<file path="config.mk">
export PLATFORM = sky130hd
export DESIGN_NAME = audio_voice_allocator
export DESIGN_NICKNAME = d
export VERILOG_FILES = /design/src/sv/ava_pkg.sv /design/src/sv/ava_ram.sv /design/src/sv/audio_voice_allocator.sv
export SDC_FILE = /design/constraint.sdc
export NUM_CORES = 1
export LEC_CHECK = 0
export BUFFER_PORTS_ARGS = -buffer_cell sky130_fd_sc_hd__buf_4
export CAP_MARGIN = 20
export CORE_MARGIN = 4
export CORE_UTILIZATION = 53
export CTS_CLUSTER_DIAMETER = 200
export DETAILED_ROUTE_END_ITERATION = 8
export PLACE_DENSITY = 0.76
export SLEW_MARGIN = 20
export SYNTH_ARGS = -nofsm -noshare
export SYNTH_HDL_FRONTEND = slang
export SYNTH_SLANG_ARGS = --single-unit
</file>
<file path="constraint.sdc">
create_clock -name clk -period 3.9 [get_ports clk]
set_input_delay 0.39 -clock clk [delete_from_list [all_inputs] [get_ports clk]]
set_output_delay 0.39 -clock clk [all_outputs]
set_load 0.02 [all_outputs]
</file>
<file path="src/sv/ava_pkg.sv">
// Shared types and constants for the audio voice allocator.
// No dependencies; imported by the allocator, its RAM user and the checker.
package ava_pkg;

  localparam int DEF_NUM_VOICES = 8;
  localparam int DEF_NUM_TYPES  = 8;

  localparam int CNT_W   = 8;   // voice counts, range bounds, reservation sums
  localparam int RES_W   = 4;   // one reservation field
  localparam int PRIO_W  = 8;
  localparam int TYPE_W  = 3;
  localparam int VOICE_W = 3;   // width of the voice ports
  localparam int CFG_W   = 32;
  localparam int ADDR_W  = 3;

  localparam logic       FUNC_ALLOC    = 1'b0;
  localparam logic       FUNC_RELEASE  = 1'b1;
  localparam logic [0:0] REG_RESERVED  = 1'b0;   // register index, paddr[2]

  typedef enum logic [2:0] {
    ST_IDLE,
    ST_SUM,
    ST_SETUP,
    ST_SCAN,
    ST_FIN
  } st_t;

endpackage

</file>
<file path="src/sv/ava_ram.sv">
// Generic single-write, single-read RAM with registered read data.
// No dependencies.
module ava_ram #(
  parameter int WIDTH = 8,
  parameter int DEPTH = 8
) (
  input  logic                     clk,
  input  logic                     we,
  input  logic [$clog2(DEPTH)-1:0] waddr,
  input  logic [WIDTH-1:0]         wdata,
  input  logic [$clog2(DEPTH)-1:0] raddr,
  output logic [WIDTH-1:0]         rdata
);

  logic [WIDTH-1:0] mem [DEPTH];

  always_ff @(posedge clk) begin
    if (we) begin
      mem[waddr] <= wdata;
    end
    rdata <= mem[raddr];
  end

endmodule

</file>
<file path="src/sv/audio_voice_allocator.sv">
// Top level of the audio voice allocator: sequencer, voice busy flags, config register.
// Depends on ava_pkg and ava_ram (voice priority and type store).
//
// Usage: an item is taken when start is high and busy is low. A release item
// (in_func = 1) frees one voice and its all-zero result appears on the cycle
// after the transfer; busy never rises for it. An allocate item keeps busy high
// while a small sequencer runs: it adds up the reservation fields one type
// after another with one shared adder, forms the search range, reads the
// voices of that range from the voice store and judges each one when its
// registered read data arrives (the scan stops at the first free voice), and
// finally commits the result. The scan goes one voice per cycle over the
// store's single read port. Each result is shown for exactly one cycle with
// out_valid high; there is no backpressure, so the receiver must take it
// then. reserved_counts is written over the APB port at address 0; the user
// must write it only while the block is idle, which the block itself does not
// enforce. pready is tied high.
module audio_voice_allocator #(
  parameter int NUM_VOICES = ava_pkg::DEF_NUM_VOICES,
  parameter int NUM_TYPES  = ava_pkg::DEF_NUM_TYPES
) (
  input  logic                        clk,
  input  logic                        rst_n,
  // input channel
  input  logic                        start,
  output logic                        busy,
  input  logic                        in_func,
  input  logic [ava_pkg::TYPE_W-1:0]  in_clip_type,
  input  logic [ava_pkg::PRIO_W-1:0]  in_request_priority,
  input  logic                        in_interrupt_equal,
  input  logic [ava_pkg::VOICE_W-1:0] in_release_voice,
  // result channel
  output logic                        out_valid,
  output logic                        out_granted,
  output logic [ava_pkg::VOICE_W-1:0] out_voice,
  output logic                        out_stolen,
  // configuration port
  input  logic                        psel,
  input  logic                        penable,
  input  logic                        pwrite,
  input  logic [ava_pkg::ADDR_W-1:0]  paddr,
  input  logic [ava_pkg::CFG_W-1:0]   pwdata,
  output logic [ava_pkg::CFG_W-1:0]   prdata,
  output logic                        pready
);
  import ava_pkg::*;

  localparam int VW = $clog2(NUM_VOICES);
  localparam int XW = (VW > VOICE_W) ? VW : VOICE_W;   // common index width
  localparam int MW = PRIO_W + TYPE_W;                 // store word: {prio, type}

  // ---------------------------------------------------------------------------
  // Configuration register
  // ---------------------------------------------------------------------------
  logic [CFG_W-1:0] cfg_r;

  assign pready = 1'b1;

  always_ff @(posedge clk) begin
    if (!rst_n) begin
      cfg_r <= '0;
    end else if (psel && penable && pwrite && (paddr[2] == REG_RESERVED)) begin
      cfg_r <= pwdata;
    end
  end

  assign prdata = (paddr[2] == REG_RESERVED) ? cfg_r : '0;

  // ---------------------------------------------------------------------------
  // State
  // ---------------------------------------------------------------------------
  st_t                 state_r, state_nxt;
  logic [NUM_VOICES-1:0] vbusy_r, vbusy_nxt;     // per-voice busy flags

  // latched request
  logic [TYPE_W-1:0]   ctype_r, ctype_nxt;
  logic [PRIO_W-1:0]   prio_r, prio_nxt;
  logic                ieq_r, ieq_nxt;

  // reservation summation
  logic [TYPE_W-1:0]   tc_r, tc_nxt;            // type under summation
  logic [CNT_W-1:0]    pre_r, pre_nxt;          // sum over types below ctype
  logic [CNT_W-1:0]    tot_r, tot_nxt;          // sum over all types
  logic [RES_W-1:0]    own_r, own_nxt;          // reservation of ctype

  // scan
  logic [CNT_W-1:0]    idx_r, idx_nxt;          // next address to read
  logic [CNT_W-1:0]    end_r, end_nxt;          // one past last voice of range
  logic                pv_r, pv_nxt;            // read data in flight is valid
  logic [VW-1:0]       pidx_r, pidx_nxt;        // voice whose data is arriving
  logic                found_r, found_nxt;      // free voice found
  logic [VW-1:0]       chosen_r, chosen_nxt;
  logic                have_low_r, have_low_nxt;
  logic [PRIO_W-1:0]   low_prio_r, low_prio_nxt;
  logic [VW-1:0]       low_id_r, low_id_nxt;

  // result registers
  logic                out_valid_r, out_valid_nxt;
  logic                out_granted_r, out_granted_nxt;
  logic [VOICE_W-1:0]  out_voice_r, out_voice_nxt;
  logic                out_stolen_r, out_stolen_nxt;

  // voice store
  logic                ram_we;
  logic [VW-1:0]       ram_waddr;
  logic [MW-1:0]       ram_wdata;
  logic [MW-1:0]       ram_rdata;
  logic [PRIO_W-1:0]   rd_prio;
  logic [TYPE_W-1:0]   rd_type;

  ava_ram #(
    .WIDTH (MW),
    .DEPTH (NUM_VOICES)
  ) u_store (
    .clk   (clk),
    .we    (ram_we),
    .waddr (ram_waddr),
    .wdata (ram_wdata),
    .raddr (idx_r[VW-1:0]),
    .rdata (ram_rdata)
  );

  assign rd_prio = ram_rdata[MW-1:TYPE_W];
  assign rd_type = ram_rdata[TYPE_W-1:0];

  // ---------------------------------------------------------------------------
  // Registers
  // ---------------------------------------------------------------------------
  always_ff @(posedge clk) begin
    if (!rst_n) begin
      state_r     <= ST_IDLE;
      vbusy_r     <= '0;
      out_valid_r <= 1'b0;
    end else begin
      state_r     <= state_nxt;
      vbusy_r     <= vbusy_nxt;
      out_valid_r <= out_valid_nxt;
    end
  end

  always_ff @(posedge clk) begin
    ctype_r       <= ctype_nxt;
    prio_r        <= prio_nxt;
    ieq_r         <= ieq_nxt;
    tc_r          <= tc_nxt;
    pre_r         <= pre_nxt;
    tot_r         <= tot_nxt;
    own_r         <= own_nxt;
    idx_r         <= idx_nxt;
    end_r         <= end_nxt;
    pv_r          <= pv_nxt;
    pidx_r        <= pidx_nxt;
    found_r       <= found_nxt;
    chosen_r      <= chosen_nxt;
    have_low_r    <= have_low_nxt;
    low_prio_r    <= low_prio_nxt;
    low_id_r      <= low_id_nxt;
    out_granted_r <= out_granted_nxt;
    out_voice_r   <= out_voice_nxt;
    out_stolen_r  <= out_stolen_nxt;
  end

  assign busy        = (state_r != ST_IDLE);
  assign out_valid   = out_valid_r;
  assign out_granted = out_granted_r;
  assign out_voice   = out_voice_r;
  assign out_stolen  = out_stolen_r;

  // ---------------------------------------------------------------------------
  // Sequencer
  // ---------------------------------------------------------------------------
  logic [RES_W-1:0] res_cur;      // reservation field of type tc_r
  logic [CNT_W-1:0] sum_a;        // shared adder operand
  logic [CNT_W-1:0] sum_b;
  logic [CNT_W-1:0] sum_y;
  logic [XW-1:0]    rel_ext;
  logic [XW-1:0]    pick_ext;
  logic             steal_ok;
  logic [VW-1:0]    pick;

  assign res_cur  = cfg_r[{tc_r, 2'b00} +: RES_W];
  assign rel_ext  = XW'(in_release_voice);
  assign pick     = found_r ? chosen_r : low_id_r;
  assign pick_ext = XW'(pick);
  // without the equal-interrupt flag the request must be strictly higher
  assign steal_ok = have_low_r && (ieq_r ? (low_prio_r <= prio_r) : (low_prio_r < prio_r));

  always_comb begin
    state_nxt       = state_r;
    vbusy_nxt       = vbusy_r;
    ctype_nxt       = ctype_r;
    prio_nxt        = prio_r;
    ieq_nxt         = ieq_r;
    tc_nxt          = tc_r;
    pre_nxt         = pre_r;
    tot_nxt         = tot_r;
    own_nxt         = own_r;
    idx_nxt         = idx_r;
    end_nxt         = end_r;
    pv_nxt          = pv_r;
    pidx_nxt        = pidx_r;
    found_nxt       = found_r;
    chosen_nxt      = chosen_r;
    have_low_nxt    = have_low_r;
    low_prio_nxt    = low_prio_r;
    low_id_nxt      = low_id_r;
    out_valid_nxt   = 1'b0;
    out_granted_nxt = out_granted_r;
    out_voice_nxt   = out_voice_r;
    out_stolen_nxt  = out_stolen_r;
    ram_we          = 1'b0;
    ram_waddr       = pick;
    ram_wdata       = {prio_r, ctype_r};
    sum_a           = '0;
    sum_b           = '0;

    case (state_r)
      ST_IDLE: begin
        if (start) begin
          if (in_func == FUNC_RELEASE) begin
            // voices past the last are ignored
            if (CNT_W'(in_release_voice) < CNT_W'(NUM_VOICES)) begin
              vbusy_nxt[rel_ext[VW-1:0]] = 1'b0;
            end
            out_valid_nxt   = 1'b1;
            out_granted_nxt = 1'b0;
            out_voice_nxt   = '0;
            out_stolen_nxt  = 1'b0;
          end else begin
            ctype_nxt = in_clip_type;
            prio_nxt  = in_request_priority;
            ieq_nxt   = in_interrupt_equal;
            tc_nxt    = '0;
            pre_nxt   = '0;
            tot_nxt   = '0;
            own_nxt   = '0;
            state_nxt = ST_SUM;
          end
        end
      end

      ST_SUM: begin
        // one reservation field per cycle through the shared adder
        sum_a   = tot_r;
        sum_b   = CNT_W'(res_cur);
        tot_nxt = sum_y;
        if (tc_r == ctype_r) begin
          pre_nxt = tot_r;   // running total holds the fields below ctype here
          own_nxt = res_cur;
        end
        tc_nxt = tc_r + 1'b1;
        if (tc_r == TYPE_W'(NUM_TYPES - 1)) begin
          state_nxt = ST_SETUP;
        end
      end

      ST_SETUP: begin
        // reserved type: own range; else the shared pool above all reservations
        if (own_r != '0) begin
          sum_a   = pre_r;
          sum_b   = CNT_W'(own_r);
          idx_nxt = pre_r;
          end_nxt = (sum_y > CNT_W'(NUM_VOICES)) ? CNT_W'(NUM_VOICES) : sum_y;
        end else begin
          idx_nxt = tot_r;
          end_nxt = CNT_W'(NUM_VOICES);
        end
        pv_nxt       = 1'b0;
        found_nxt    = 1'b0;
        have_low_nxt = 1'b0;
        state_nxt    = ST_SCAN;
      end

      ST_SCAN: begin
        // issue read of idx_r while judging the voice read last cycle
        if (idx_r < end_r) begin
          pv_nxt   = 1'b1;
          pidx_nxt = idx_r[VW-1:0];
          sum_a    = idx_r;
          sum_b    = CNT_W'(1);
          idx_nxt  = sum_y;
        end else begin
          pv_nxt = 1'b0;
          if (!pv_r) begin
            state_nxt = ST_FIN;
          end
        end
        if (pv_r) begin
          if (!vbusy_r[pidx_r]) begin
            found_nxt  = 1'b1;
            chosen_nxt = pidx_r;
            pv_nxt     = 1'b0;
            state_nxt  = ST_FIN;
          end else if (rd_type == ctype_r && (!have_low_r || rd_prio < low_prio_r)) begin
            have_low_nxt = 1'b1;
            low_prio_nxt = rd_prio;
            low_id_nxt   = pidx_r;
          end
        end
      end

      ST_FIN: begin
        out_valid_nxt = 1'b1;
        if (found_r || steal_ok) begin
          ram_we          = 1'b1;
          vbusy_nxt[pick] = 1'b1;
          out_granted_nxt = 1'b1;
          out_voice_nxt   = pick_ext[VOICE_W-1:0];
          out_stolen_nxt  = !found_r;
        end else begin
          out_granted_nxt = 1'b0;
          out_voice_nxt   = '0;
          out_stolen_nxt  = 1'b0;
        end
        state_nxt = ST_IDLE;
      end

      default: begin
        state_nxt = ST_IDLE;
      end
    endcase
  end

  assign sum_y = sum_a + sum_b;

endmodule

</file>
==> results by group <==
Place
  • IO buf count: 93
  • Hpwl dp: 14.1 mm
  • Gp weighted congestion: 0.880
  • Placed inst area: 10800 um2
  • Dpl cells: 1030

Final layout
  • Non-filler cells, final: 1077
  • Fill cells: 1270
  • Area Overhead vs Synth: 21.1%
  • ANT cells: 0
  • Layout cells sized above 1: 0.300
  • Fin nets: 918
  • Multi-input gate area: 3560 um2
  • Design area: 11800 um2
  • Seq. cell area: 6030 um2

Clocking
  • Worst-path clk slew: 60 ps
  • H-tree Lvls: 1
  • TritonCTS clock tree: done
  • Root Buffer: clkbuf_16
  • Worst skew pair latency: 510 ps
  • Cts bufs inserted: 22
  • Clock sink count: 219
  • Hold Buf Count CTS: 0
  • CTS Buffer Depth: 3

Synth
  • Main synth FF type: edfxtp_1
  • Leading area contributor after synthesis: edfxtp_1
  • Netlist cell types: 69
  • Post-synth EDFFs: 164
  • Asr flop ratio synth: 0
  • Syn Inst Count: 710
  • Netlist Area Pre-Place: 9740 um2
  • Avg Inst Size Synth: 13.7 um2
  • Yosys top cell area share: 0.506
  • Synth top area cells: edfxtp_1, dfxtp_1, mux4_2, ha_1, nand2_1
  • Synth Register Bits: 219
  • Synth Warn #: 0
  • Part of the Yosys area used for sequential elements: 0.619

Global routing
  • Antenna violations before repair: 0
  • Tot GR Track Use: 0.208
  • First-pass GRT wire length: 33.7 mm
  • Largest net degree at the start of global routing: 46
  • Vias in the first global route: 6448
  • Total grt overflow: 0

Setup path
  • Worst path required time: 4160 ps
  • CP startpoint kind: flip-flop
  • CP Capture Type: flip-flop
  • Worst EP arrival: 4190 ps
  • Crit-path max FO: 5
  • Setup CP Type: reg2reg

Floorplanning
  • Die height: 144 um
  • Row cnt: 49
  • Starting Density: 0.540
  • Die Wd: 144 um
  • Core Box Area: 18000 um2
  • Die area: 20600 um2
  • Number of I/O pins: 97

Power and ir drop
  • Max IR drop VDD: 0.000304 V
  • PwrDens: 436 nW/um2
  • Cell leakage power: 4.44 nW

STA
  • Final worst slack: -28.8 ps
  • Endpoints failing setup: 3
  • Actual slew at the worst max-slew pin: 1130 ps
  • Unrepaired setup endpoints after global routing: yes
  • Achievable Freq: 255 MHz
  • Fin. Hold Viols: 0
  • Crit share post-route: 1.01
  • Worst Skew: 16.4 ps
  • Slew HR: 0.244
  • Fin crit period: 3930 ps
  • Max-slew violation count: 0

Outcome
  • Failing checks: setup timing
  • Status: finished with violations

Detailed routing
  • Vias post-DR: 6191
  • Vias per cell: 5.75
  • Routed WL per cell: 20.3 um
  • Drt total wl: 21.8 mm
  • Drt first pass iters: 5
  • 1st-iter DRT viols: 405
  • Post-route antenna net violation count: 0
  • DRC Markers: 0

Hold path
  • Hold crit path type: in2reg

Run
  • Max_cap viols: 0
-- cells in the mapped netlist (4+ instances only) --
library cell / number
a211oi_1: 7
nand2_1: 78
o21ai_0: 8
and3_1: 4
xor2_1: 8
o31ai_1: 9
nor2_1: 24
inv_1: 36
edfxtp_1: 164
a21boi_0: 32
mux2i_1: 10
nand2b_1: 6
mux2_2: 13
nor3_1: 13
a211o_1: 4
and2_1: 10
clkbuf_1: 29
o211ai_1: 7
dfxtp_1: 55
a21o_1: 8
mux4_2: 32
a21oi_1: 15
nor2b_1: 40
ha_1: 28
-- logic make-up after synthesis --
family | count (synthesis) | synth area share
AOI/OAI and AO/OA | 115 | 0.0877
xor gates and xnor gates | 11 | 0.00989
adders and majority gates | 29 | 0.0380
buffers and inverters | 74 | 0.0334
DFF | 219 | 0.619
muxes | 55 | 0.0993
other | 2 | 0.000771
and+or+nand+nor | 205 | 0.112
-- critical path, cell delays in order, from the launching register on --
cell and delay, ps:
edfxtp_1 430, ha_2 220, a211oi_2 220, o21ai_2 100, a211oi_4 250, and2_4 220, a211o_1 180, ha_4 170
inv_2 40, fa_2 370, nor2b_1 150, o21ai_1 60, or2b_4 200, inv_2 40, buf_6 120, xnor2_4 140
nand4_1 260, buf_4 250, a211o_1 240
-- state kept, by name (all words and copies together) (netlist names), 4 cells and up --
| register | count |
|---|---|
| cfg_r | 32 |
| end_r | 8 |
| idx_r | 8 |
| low_prio_r | 8 |
| own_r | 4 |
| pre_r | 8 |
| prio_r | 8 |
| tot_r | 8 |
| u_store.mem | 88 |
| u_store.rdata | 11 |
| vbusy_r | 8 |
-- layer usage --
layer | global-route usage | share of wire
met4 | 0.0610 | 0.020
met5 | 0 | 0
met2 | 0.349 | 0.49
met3 | 0.0393 | 0.080
met1 | 0.280 | 0.41
-- path summary, 6_finish.rpt --
kind	startpoint	endpoint	slack [ps]	depth (start not counted)
hold / removal	in_request_priority[3]	prio_r[3]	60	1
hold reg to reg	u_store.rdata[3]	low_prio_r[0]	430	0
setup reg to reg	idx_r[3]	end_r[3]	-30	18
setup / recovery	idx_r[3]	end_r[3]	-30	18
-- final cells by class --
| cell class | instances | area share |
|---|---|---|
| tap | 229 | 0.0243 |
| clock inverter | 10 | 0.0146 |
| multi-input combinational | 420 | 0.302 |
| inverter | 36 | 0.0115 |
| sequential | 219 | 0.511 |
| clock buffer | 30 | 0.0519 |
| timing repair buffer | 133 | 0.0850 |
-- power breakdown --
part / internal [W] / total (W) / switching, W
Combinational: 0.000133 / 0.000277 / 0.000145
Clock: 0.00143 / 0.00229 / 0.000858
Sequential: 0.00254 / 0.00258 / 0.0000417
Total: 0.00410 / 0.00515 / 0.00104
-- repair_timing --
item / in CTS / in global routing
endpoints found under the setup margin: 4 / 4
resized for setup: 10 / 19
pin swaps: 3 / 13
buffers inserted: 0 / 7
hold endpoints to repair: 0 / 0
gates cloned: 0 / 0
-- per-stage QoR --
step	hold WS [ps]	setup slack, ps	setup TNS [ps]	total power (W)	utilization
5_1_grt	43.2	-168	-632	0.00530	0.654
3_5_place_dp	421	-163	-451	0.00288	0.599
4_1_cts	47.2	3.49	0	0.00515	0.645
2_1_floorplan	400	29.5	0	0.00277	-
3_3_place_gp	416	23.7	0	0.00287	0.599
6_report	64.7	-28.8	-50.5	0.00515	0.654
-- placed cells by master (no fill, tap or decap), types with 23 or more instances in the layout --
master and instances:
a21boi_0 32, buf_4 132, clkbuf_16 23, dfxtp_1 55, edfxtp_1 164, ha_1 23
inv_1 33, mux4_2 32, nand2_1 78, nor2b_1 40
Power figures use the tool's default switching activity.
